### src/rtl/assert_macros.svh
// ----------------------------------------------------------------------------
// assert_macros.svh
// shared assertion macros for the stencil sweep block
// ----------------------------------------------------------------------------
`ifndef ASSERT_MACROS_SVH
`define ASSERT_MACROS_SVH

// same-cycle implication
`define JSS_ASSERT_IMP(lbl, clk, rst_n, ante, cons) \
    lbl: assert property (@(posedge clk) disable iff (!rst_n) (ante) |-> (cons)) \
        else $error("jss assertion failed");

// next-cycle implication
`define JSS_ASSERT_NEXT(lbl, clk, rst_n, ante, cons) \
    lbl: assert property (@(posedge clk) disable iff (!rst_n) (ante) |=> (cons)) \
        else $error("jss assertion failed");

`endif

### src/rtl/jss_pkg.sv
// ----------------------------------------------------------------------------
// jss_pkg
// types, constants and helpers for the 3d stencil sweep
// ----------------------------------------------------------------------------
`timescale 1ns / 1ps

package jss_pkg;

    localparam int MAX_EDGE_DEF = 64;
    localparam int SAMPLE_BITS  = 32;
    localparam int CFG_W        = 48;
    localparam int CFG_IDX_W    = 3;

    localparam logic [47:0] COEF_RST   = 48'd65536;
    localparam logic [39:0] RECIP_RST  = 40'hFFD5555555;
    localparam logic [17:0] RELAX_RST  = 18'd65536;
    localparam logic [6:0]  SIZE_RST   = 7'd64;
    localparam logic [62:0] SAT63      = {63{1'b1}};
    localparam logic signed [63:0] S64_MAX = {1'b0, {63{1'b1}}};
    localparam logic signed [63:0] S64_MIN = {1'b1, {63{1'b0}}};

    typedef enum logic [CFG_IDX_W-1:0] {
        REG_COEF_X       = 3'd0,
        REG_COEF_Y       = 3'd1,
        REG_COEF_Z       = 3'd2,
        REG_CENTRE_RECIP = 3'd3,
        REG_RELAX        = 3'd4,
        REG_SIZE_X       = 3'd5,
        REG_SIZE_Y       = 3'd6,
        REG_SIZE_Z       = 3'd7
    } t_reg;

    // micro-op sequence for one interior point, run in this order
    typedef enum logic [4:0] {
        OP_RD_XM, OP_RD_YM, OP_RD_YP, OP_RD_ZM, OP_RD_ZP, OP_RD_C,
        OP_MUL_X, OP_MUL_Y, OP_MUL_Z,
        OP_ADD_Y, OP_ADD_Z, OP_SUB_F,
        OP_MUL_Q, OP_ADD_P,
        OP_MUL_R, OP_SUB_N,
        OP_MUL_S, OP_ACC
    } t_op;

    typedef struct packed {
        logic signed [31:0] u_sample;
        logic signed [31:0] f_sample;
    } t_in_word;

    typedef struct packed {
        logic signed [31:0] new_value;
        logic [62:0]        residual_sum;
        logic               last_point;
    } t_out_word;

    typedef struct packed {
        logic load;
        logic div_start;
        logic div_sel_rem;
        logic go;
        t_op  op;
        logic commit;
    } t_cmd;

    typedef struct packed {
        logic div_done;
        logic mul_done;
        logic emit;
        logic out_free;
    } t_sts;

    function automatic logic is_mul_op(input t_op op);
        return (op == OP_MUL_X) || (op == OP_MUL_Y) || (op == OP_MUL_Z) ||
               (op == OP_MUL_Q) || (op == OP_MUL_R) || (op == OP_MUL_S);
    endfunction

    // exact add or subtract, saturated to signed 64 bit
    function automatic logic signed [63:0] sat_add(input logic signed [63:0] a,
                                                   input logic signed [63:0] b,
                                                   input logic sub);
        logic [64:0] s;
        s = sub ? ({a[63], a} - {b[63], b}) : ({a[63], a} + {b[63], b});
        if (s[64] != s[63]) return s[64] ? S64_MIN : S64_MAX;
        return s[63:0];
    endfunction

    function automatic logic [63:0] mag64(input logic signed [63:0] x);
        return x[63] ? $unsigned(-x) : $unsigned(x);
    endfunction

    // clamp a 65 bit signed difference to the sample range
    function automatic logic signed [31:0] clamp_sample(input logic [64:0] d);
        if (!d[64] && (|d[63:SAMPLE_BITS-1]))
            return {1'b0, {(SAMPLE_BITS-1){1'b1}}};
        if (d[64] && !(&d[63:SAMPLE_BITS-1]))
            return {1'b1, {(SAMPLE_BITS-1){1'b0}}};
        return d[31:0];
    endfunction

endpackage

### src/rtl/jss_ctrl.sv
// ----------------------------------------------------------------------------
// jss_ctrl
// sequencer: index division, store reads, arithmetic micro-ops, commit
// ----------------------------------------------------------------------------
`timescale 1ns / 1ps
`include "assert_macros.svh"

module jss_ctrl (
    input  logic          i_clk,
    input  logic          i_rst_n,
    input  logic          i_in_valid,
    output logic          o_in_stall,
    input  jss_pkg::t_sts i_sts,
    output jss_pkg::t_cmd o_cmd
);
    import jss_pkg::*;

    typedef enum logic [9:0] {
        S_IDLE   = 10'b00_0000_0001,
        S_GEO0   = 10'b00_0000_0010,
        S_GEO1   = 10'b00_0000_0100,
        S_DIVP   = 10'b00_0000_1000,
        S_DIVR   = 10'b00_0001_0000,
        S_CHK    = 10'b00_0010_0000,
        S_OP     = 10'b00_0100_0000,
        S_WAIT   = 10'b00_1000_0000,
        S_COMMIT = 10'b01_0000_0000,
        S_SPARE  = 10'b10_0000_0000
    } t_state;

    t_state r_state, n_state;
    t_op    r_op, n_op;

    always_comb begin
        n_state = r_state;
        n_op    = r_op;
        o_cmd   = '{load: 1'b0, div_start: 1'b0, div_sel_rem: 1'b0, go: 1'b0,
                    op: r_op, commit: 1'b0};
        unique case (r_state)
            S_IDLE: begin
                if (i_in_valid) begin
                    o_cmd.load = 1'b1;
                    n_state    = S_GEO0;
                end
            end
            // plane and total registers settle from the size registers
            S_GEO0: n_state = S_GEO1;
            S_GEO1: begin
                o_cmd.div_start = 1'b1;
                n_state         = S_DIVP;
            end
            S_DIVP: begin
                if (i_sts.div_done) begin
                    o_cmd.div_start   = 1'b1;
                    o_cmd.div_sel_rem = 1'b1;
                    n_state           = S_DIVR;
                end
            end
            S_DIVR: if (i_sts.div_done) n_state = S_CHK;
            S_CHK: begin
                n_op    = OP_RD_XM;
                n_state = i_sts.emit ? S_OP : S_COMMIT;
            end
            S_OP: begin
                o_cmd.go = 1'b1;
                if (is_mul_op(r_op)) begin
                    n_state = S_WAIT;
                end else if (r_op == OP_ACC) begin
                    n_state = S_COMMIT;
                end else begin
                    n_op = t_op'(r_op + 5'd1);
                end
            end
            S_WAIT: begin
                if (i_sts.mul_done) begin
                    n_op    = t_op'(r_op + 5'd1);
                    n_state = S_OP;
                end
            end
            S_COMMIT: begin
                if (!i_sts.emit || i_sts.out_free) begin
                    o_cmd.commit = 1'b1;
                    n_state      = S_IDLE;
                end
            end
            default: n_state = S_IDLE;
        endcase
    end

    always_ff @(posedge i_clk) begin
        if (!i_rst_n) begin
            r_state <= S_IDLE;
            r_op    <= OP_RD_XM;
        end else begin
            r_state <= n_state;
            r_op    <= n_op;
        end
    end

    assign o_in_stall = (r_state != S_IDLE);

    `JSS_ASSERT_IMP(a_mul_wait, i_clk, i_rst_n, i_sts.mul_done, r_state == S_WAIT)

endmodule

### config.mk
export PLATFORM = sky130hd
export DESIGN_NAME = jss_ctrl
export DESIGN_NICKNAME = d
export VERILOG_FILES = /design/src/rtl/jss_pkg.sv /design/src/rtl/jss_ctrl.sv
export VERILOG_INCLUDE_DIRS = /design/src /design/src/rtl
export SDC_FILE = /design/constraint.sdc
export NUM_CORES = 1
export LEC_CHECK = 0
export BUFFER_PORTS_ARGS = -buffer_cell sky130_fd_sc_hd__buf_2
export CORE_UTILIZATION = 40
export CTS_CLUSTER_SIZE = 30
export DETAILED_ROUTE_END_ITERATION = 16
export RECOVER_POWER = 25
export SLEW_MARGIN = 20
export SYNTH_ARGS = -nofsm -noshare
export SYNTH_HDL_FRONTEND = slang
export SYNTH_SLANG_ARGS = --single-unit
export TNS_END_PERCENT = 10
### constraint.sdc
create_clock -name i_clk -period 5.4 [get_ports i_clk]
set_clock_uncertainty 0.05 [all_clocks]
set_input_delay 1.62 -clock i_clk [delete_from_list [all_inputs] [get_ports i_clk]]
set_output_delay 1.62 -clock i_clk [all_outputs]
set_load 0.02 [all_outputs]
==> flow_summary_export.csv, run 1 <==
group,metric,value,unit
timing,rsz0062_at_grt,"false",
timing,finalCritPeriodShare,0.737,
detailed_routing,drc,0,
global_route,grt_remaining_overflow,0,
floorplan,die_w,52.0,um
layout,n_antenna_cell,0,
layout,final_cell_mix,"nor2_1, buf_2, dfxtp_1",
layout,num-nets-final,151,
floorplan,core_area,2280,um^2
detailed_routing,first_pass_iters,4,
floorplan,start_util,0.439,
clocking,clkLatencyLatePin,280,ps
synthesis,ys_types,43,
detailed_routing,wl_met3,101,um
detailed_routing,via_count,989,
clocking,root_buffer,"clkbuf_4",
synthesis,synth-edff-count,0,
global_route,grt_usage,0.192,
detailed_routing,wl_per_cell,13.9,um
timing,setup_viol,0,
clocking,cts-htree-levels,1,
detailed_routing,wl_met1,1210,um
clocking,postCtsSetupRepairBufs,0,
synthesis,yosys_register_bits,14,
detailed_routing,dr_wl_met2,972,um
floorplan,ios,18,
global_route,grt_pass1_wl,3860,um
setup_path,cp-startpoint,"i_sts[1]",
clocking,cts_resized,0,
floorplan,fp-row-count,17,
global_route,antenna_found_initial,0,
run_status,status,"completed",
synthesis,synth_flop_cell,"dfxtp_1",
clocking,ctsHoldBuffers,0,
setup_path,critPathRequiredTime,3730,ps
placement,io_buffers,17,
detailed_routing,top_layer_used,"met4",
synthesis,synth_area,1000,um^2
clocking,cts_buffer_depth,2,
setup_path,critPathKind,"in2out",
clocking,tritoncts,"yes",
setup_path,r2r_end,"r_op[1]",
global_route,grt_max_degree,11,
detailed_routing,drt_wl_total,2310,um
setup_path,critPathMaxFanout,3,
synthesis,synth_warnings,0,
clocking,clock-sinks,14,
detailed_routing,drtIter0Drc,19,
synthesis,synth.avg_cell_area,8.06,um^2
floorplan,dieArea,2700,um^2
setup_path,timing.rr.start,"r_op[0]",
clocking,clk_pin_slew,80,ps
min_path,hp-start,"r_state[1]",
placement,routabilityCongestion,0.824,
setup_path,cp-end-kind,"output port",
placement,place_hpwl,1800,um
timing,drv_slew,0,
synthesis,syn_inst,124,
layout,layout-drive-gt1-share,0.167,
detailed_routing,ant_nets,0,
synthesis,seq_area_frac_synth,0.280,
synthesis,async_reset_ff_frac,0,
layout,syn_to_final_growth,11.4,%
pwr,powerDensity,206,nW/um^2
timing,fin_crit,3980,ps
setup_path,rr_worst_depth,7,
detailed_routing,routed_via_density,5.96,
timing,fin_tns_setup,0,ps
job,maxCapViolations,0,
setup_path,cp.arrival,2310,ps
pwr,leakage,0.000420,uW
setup_path,endpoint,"o_cmd[0]",
layout,seqCellArea,280,um^2
setup_path,reg2reg_slack,3060,ps
timing,hold_viol,0,
pwr,ir_worst_vdd,0.151,mV
layout,multi_input_area,672,um^2
clocking,cts_buffers,3,
layout,fillers,231,
min_path,hold_class,"reg2reg",
timing,worst_slew_pin_slew,564,ps
global_route,grt_pass1_vias,842,
synthesis,syn_nets,135,
floorplan,die_y,52.0,um
setup_path,critPathLaunchType,"input pin",
timing,fmax,0.251,GHz
timing,slew_headroom,0.620,
layout,fin_util,0.489,
-- synth_stat cells (2+ instances only) --
library cell / instances / area share
a21oi_1: 8 / 0.040
and3b_1: 2 / 0.018
buf_2: 2 / 0.010
clkbuf_1: 4 / 0.015
dfxtp_1: 14 / 0.28
ha_1: 4 / 0.050
inv_1: 6 / 0.023
mux2i_1: 2 / 0.020
nand2_1: 2 / 0.0075
nand2b_1: 5 / 0.031
nand3_1: 6 / 0.030
nand4_1: 4 / 0.025
nand4b_1: 2 / 0.018
nor2_1: 14 / 0.053
nor2b_1: 4 / 0.025
nor3_1: 5 / 0.025
nor4_1: 3 / 0.019
o21ai_0: 4 / 0.020
o31ai_1: 3 / 0.023
or3_1: 2 / 0.013
or4_1: 5 / 0.038
xor2_1: 2 / 0.018
-- worst max-delay path, cell delays in order --
cell	delay [ps]
clkbuf_1	90
nor2b_1	140
nor4b_1	250
buf_2	210
-- final cells by class --
cell class              count  area share
clock buffers               3      0.0202
inverters                   6      0.0202
multi-input cells          98       0.603
flip-flops and latches     14       0.252
well taps                  28      0.0315
repair buffers             17      0.0730
-- worst min-delay path by stage --
| stage | end | cells past startpoint |
|---|---|---|
| finish | r_state[2] | 2 |
| global placement | r_op[3] | 2 |
| detailed placement | r_state[2] | 2 |
| floorplan | r_state[2] | 2 |
| CTS | r_state[2] | 2 |
| global route | r_state[2] | 2 |
-- state kept, by name, indices dropped and copies added, names as in the netlist --
register	flops
r_state	9
r_op	5
-- per-layer routing --
layer	track usage	vias to the layer above
met4	0.0856	0
met3	0.0263	5
li1	-	491
met1	0.293	465
met5	0	-
met2	0.259	28
-- stage by stage --
step           setup slack [ps]  instance area, um^2  hold WS [ps]  power (uW)  cells
2_1_floorplan              1220                 1000           436         155    124
3_3_place_gp               1420                 1090           469         172    163
3_5_place_dp               1400                 1090           481         172    163
4_1_cts                    1400                 1120           494         231    166
5_1_grt                    1310                 1110           529         241    166
6_report                   1420                 1110           502         229    166
-- power by group --
group / internal (uW) / leakage, uW / switching (uW)
registers: 107 / 0.000113 / 6.57
clock network: 25.9 / 0.0000138 / 33.1
logic: 22.2 / 0.000293 / 34.4
-- logic make-up (layout without fill, tap and decap cells) --
| logic type | after synthesis | after routing | synth area share |
|---|---|---|---|
| DFF | 14 | 14 | 0.280 |
| buffers and inverters | 12 | 26 | 0.0476 |
| AOI/OAI and AO/OA | 26 | 26 | 0.197 |
| and+or+nand+nor | 63 | 63 | 0.379 |
| muxes | 2 | 2 | 0.0200 |
| xor gates and xnor gates | 3 | 3 | 0.0263 |
| adders and majority gates | 4 | 4 | 0.0501 |
No activity file was read; power rests on OpenSTA's default activity.
==> inputs of run 2 (changes only) <==
==> constraint.sdc (replaced) <==
create_clock -name i_clk -period 4.1 [get_ports i_clk]
set_clock_uncertainty 0.05 [all_clocks]
set_input_delay 1.23 -clock i_clk [delete_from_list [all_inputs] [get_ports i_clk]]
set_output_delay 1.23 -clock i_clk [all_outputs]
set_load 0.02 [all_outputs]
==> run 2 against run 1 <==
Die area is the same. Flip-flop and latch count is the same. First-iteration DRC count shrank 32%. Wire length shrank 1.2%. Hold slack lost 3.4 ps. Largest power group unchanged. Cell count is the same. Combinational power grew 32%. Non-clock buffer count is the same. Sequential power grew 32%. Global-route usage is the same. Clock-buffer cell count is the same.
==> flow_summary_export.csv, run 2 (synthesized netlist as in run 1, its figures left out) <==
group,metric,value,unit
layout,num-nets-final,151,
detailed_routing,drc,0,
clocking,clock-sinks,14,
run_status,status,"completed",
global_route,grt_use_met2,0.259,
setup_path,critPathMaxFanout,10,
setup_path,cp.arrival,2030,ps
clocking,cts_resized,0,
floorplan,fp-row-count,17,
detailed_routing,ant_nets,0,
timing,fmax,0.302,GHz
global_route,grtUsageMet3,0.0263,
global_route,met1_usage,0.293,
timing,worst_slew_pin_slew,561,ps
global_route,grt_remaining_overflow,0,
layout,seqCellArea,280,um^2
layout,multi_input_area,672,um^2
layout,fin_util,0.490,
pwr,leakage,0.000422,uW
setup_path,cpPeakStageDelay,580,ps
placement,place_hpwl,1800,um
job,maxCapViolations,0,
timing,fin_tns_setup,0,ps
setup_path,critPathKind,"reg2out",
layout,final_cell_mix,"buf_2, nor2_1, dfxtp_1",
clocking,cts_buffers,3,
clocking,ctsHoldBuffers,0,
global_route,grt_pass1_wl,3860,um
clocking,tritoncts,"yes",
timing,fin_crit,3310,ps
floorplan,die_y,52.0,um
floorplan,die_w,52.0,um
floorplan,dieArea,2700,um^2
global_route,grt_max_degree,11,
setup_path,path_buf_inv,2,
detailed_routing,via_count,977,
timing,slew_headroom,0.622,
setup_path,critPathRequiredTime,2820,ps
layout,n_antenna_cell,0,
min_path,hold_class,"reg2reg",
global_route,grt_pass1_vias,842,
setup_path,cp-end-kind,"output port",
floorplan,ios,18,
clocking,clk_pin_slew,80,ps
setup_path,crit_slowest_cell,"or4_1",
layout,final_cell_area,1120,um^2
layout,regMostFlops,"r_state",
layout,layout-drive-gt1-share,0.188,
placement,routabilityCongestion,0.824,
timing,rsz0062_at_grt,"false",
layout,syn_to_final_growth,11.6,%
floorplan,start_util,0.439,
clocking,cts_buffer_depth,2,
global_route,grt_usage,0.192,
timing,setup_viol,0,
detailed_routing,drt_wl_total,2280,um
detailed_routing,wl_per_cell,13.7,um
global_route,antenna_found_initial,0,
timing,drv_slew,0,
clocking,clkLatencyLatePin,280,ps
layout,largest_register_ffs,9,
pwr,power,301,uW
pwr,ir_worst_vdd,0.193,mV
setup_path,crit_family,"simple AND/OR/NAND/NOR gates",
layout,reg_top3,"r_state x9, r_op x5",
timing,hold_viol,0,
detailed_routing,drtIter0Drc,13,
setup_path,crit_chain,"or4_1 -> or3_1 -> inv_1 -> buf_2",
clocking,root_buffer,"clkbuf_4",
global_route,top_usage_layer,"met1",
layout,final_common_cell,"buf_2",
pwr,powerDensity,270,nW/um^2
timing,finalCritPeriodShare,0.807,
layout,fillers,229,
clocking,cts-htree-levels,1,
setup_path,critPathLaunchType,"flip-flop",
clocking,postCtsSetupRepairBufs,0,
placement,dpl_cell_area,1090,um^2
floorplan,core_area,2280,um^2
detailed_routing,routed_via_density,5.89,
placement,io_buffers,17,
detailed_routing,first_pass_iters,4,
-- run 2: cell types whose count changed in the layout (fill, tap and decap cells not counted) --
cell,change
clkbuf_1,-2
and2_1,-1
and2_0,+1
buf_2,+2
o21ba_2,+1
o21ba_1,-1
-- run 2: final timing paths --
| kind | depth (start not counted) | startpoint | slack (ps) | to |
|---|---|---|---|---|
| worst min-delay path | 2 | r_state[1] | 500 | r_state[2] |
| worst max-delay path | 4 | r_state[3] | 790 | o_cmd[6] |
| worst max register to register | 7 | r_op[0] | 1750 | r_op[1] |
| worst min register to register | 2 | r_state[1] | 500 | r_state[2] |
-- run 2: metrics by stage --
stage	setup WS, ps	hold WS (ps)	std cells
after detailed placement	883	481	163
after global placement	895	469	163
after global routing	709	529	166
final	791	498	166
after floorplan	696	436	124
after CTS	781	494	166
-- run 2: where the power goes --
group / switching (uW) / leakage (uW) / internal (uW)
logic: 45.3 / 0.000295 / 29.5
clock network: 42.9 / 0.0000138 / 34.0
registers: 8.41 / 0.000113 / 141
-- run 2: worst register-to-register path: cells and delay by family, from the launching register on --
family	cells	cell delay, ps
compound gates	3	740
simple gates	2	710
flops	1	460
fa+ha+maj	1	210
buf+inv	1	100
-- run 2: layout make-up --
type	instances	share of cell area
Tap cell	28	0.0314
Multi-Input combinational cell	98	0.602
Timing Repair Buffer	17	0.0751
Sequential cell	14	0.251
Inverter	6	0.0202
Clock buffer	3	0.0202
-- run 2: per-layer routing --
| metal | vias to the layer above | wire (um) |
|---|---|---|
| li1 | 493 | - |
| met1 | 449 | 1180 |
| met2 | 30 | 954 |
| met3 | 5 | 119 |
| met4 | 0 | 28 |
| met5 | - | 0 |
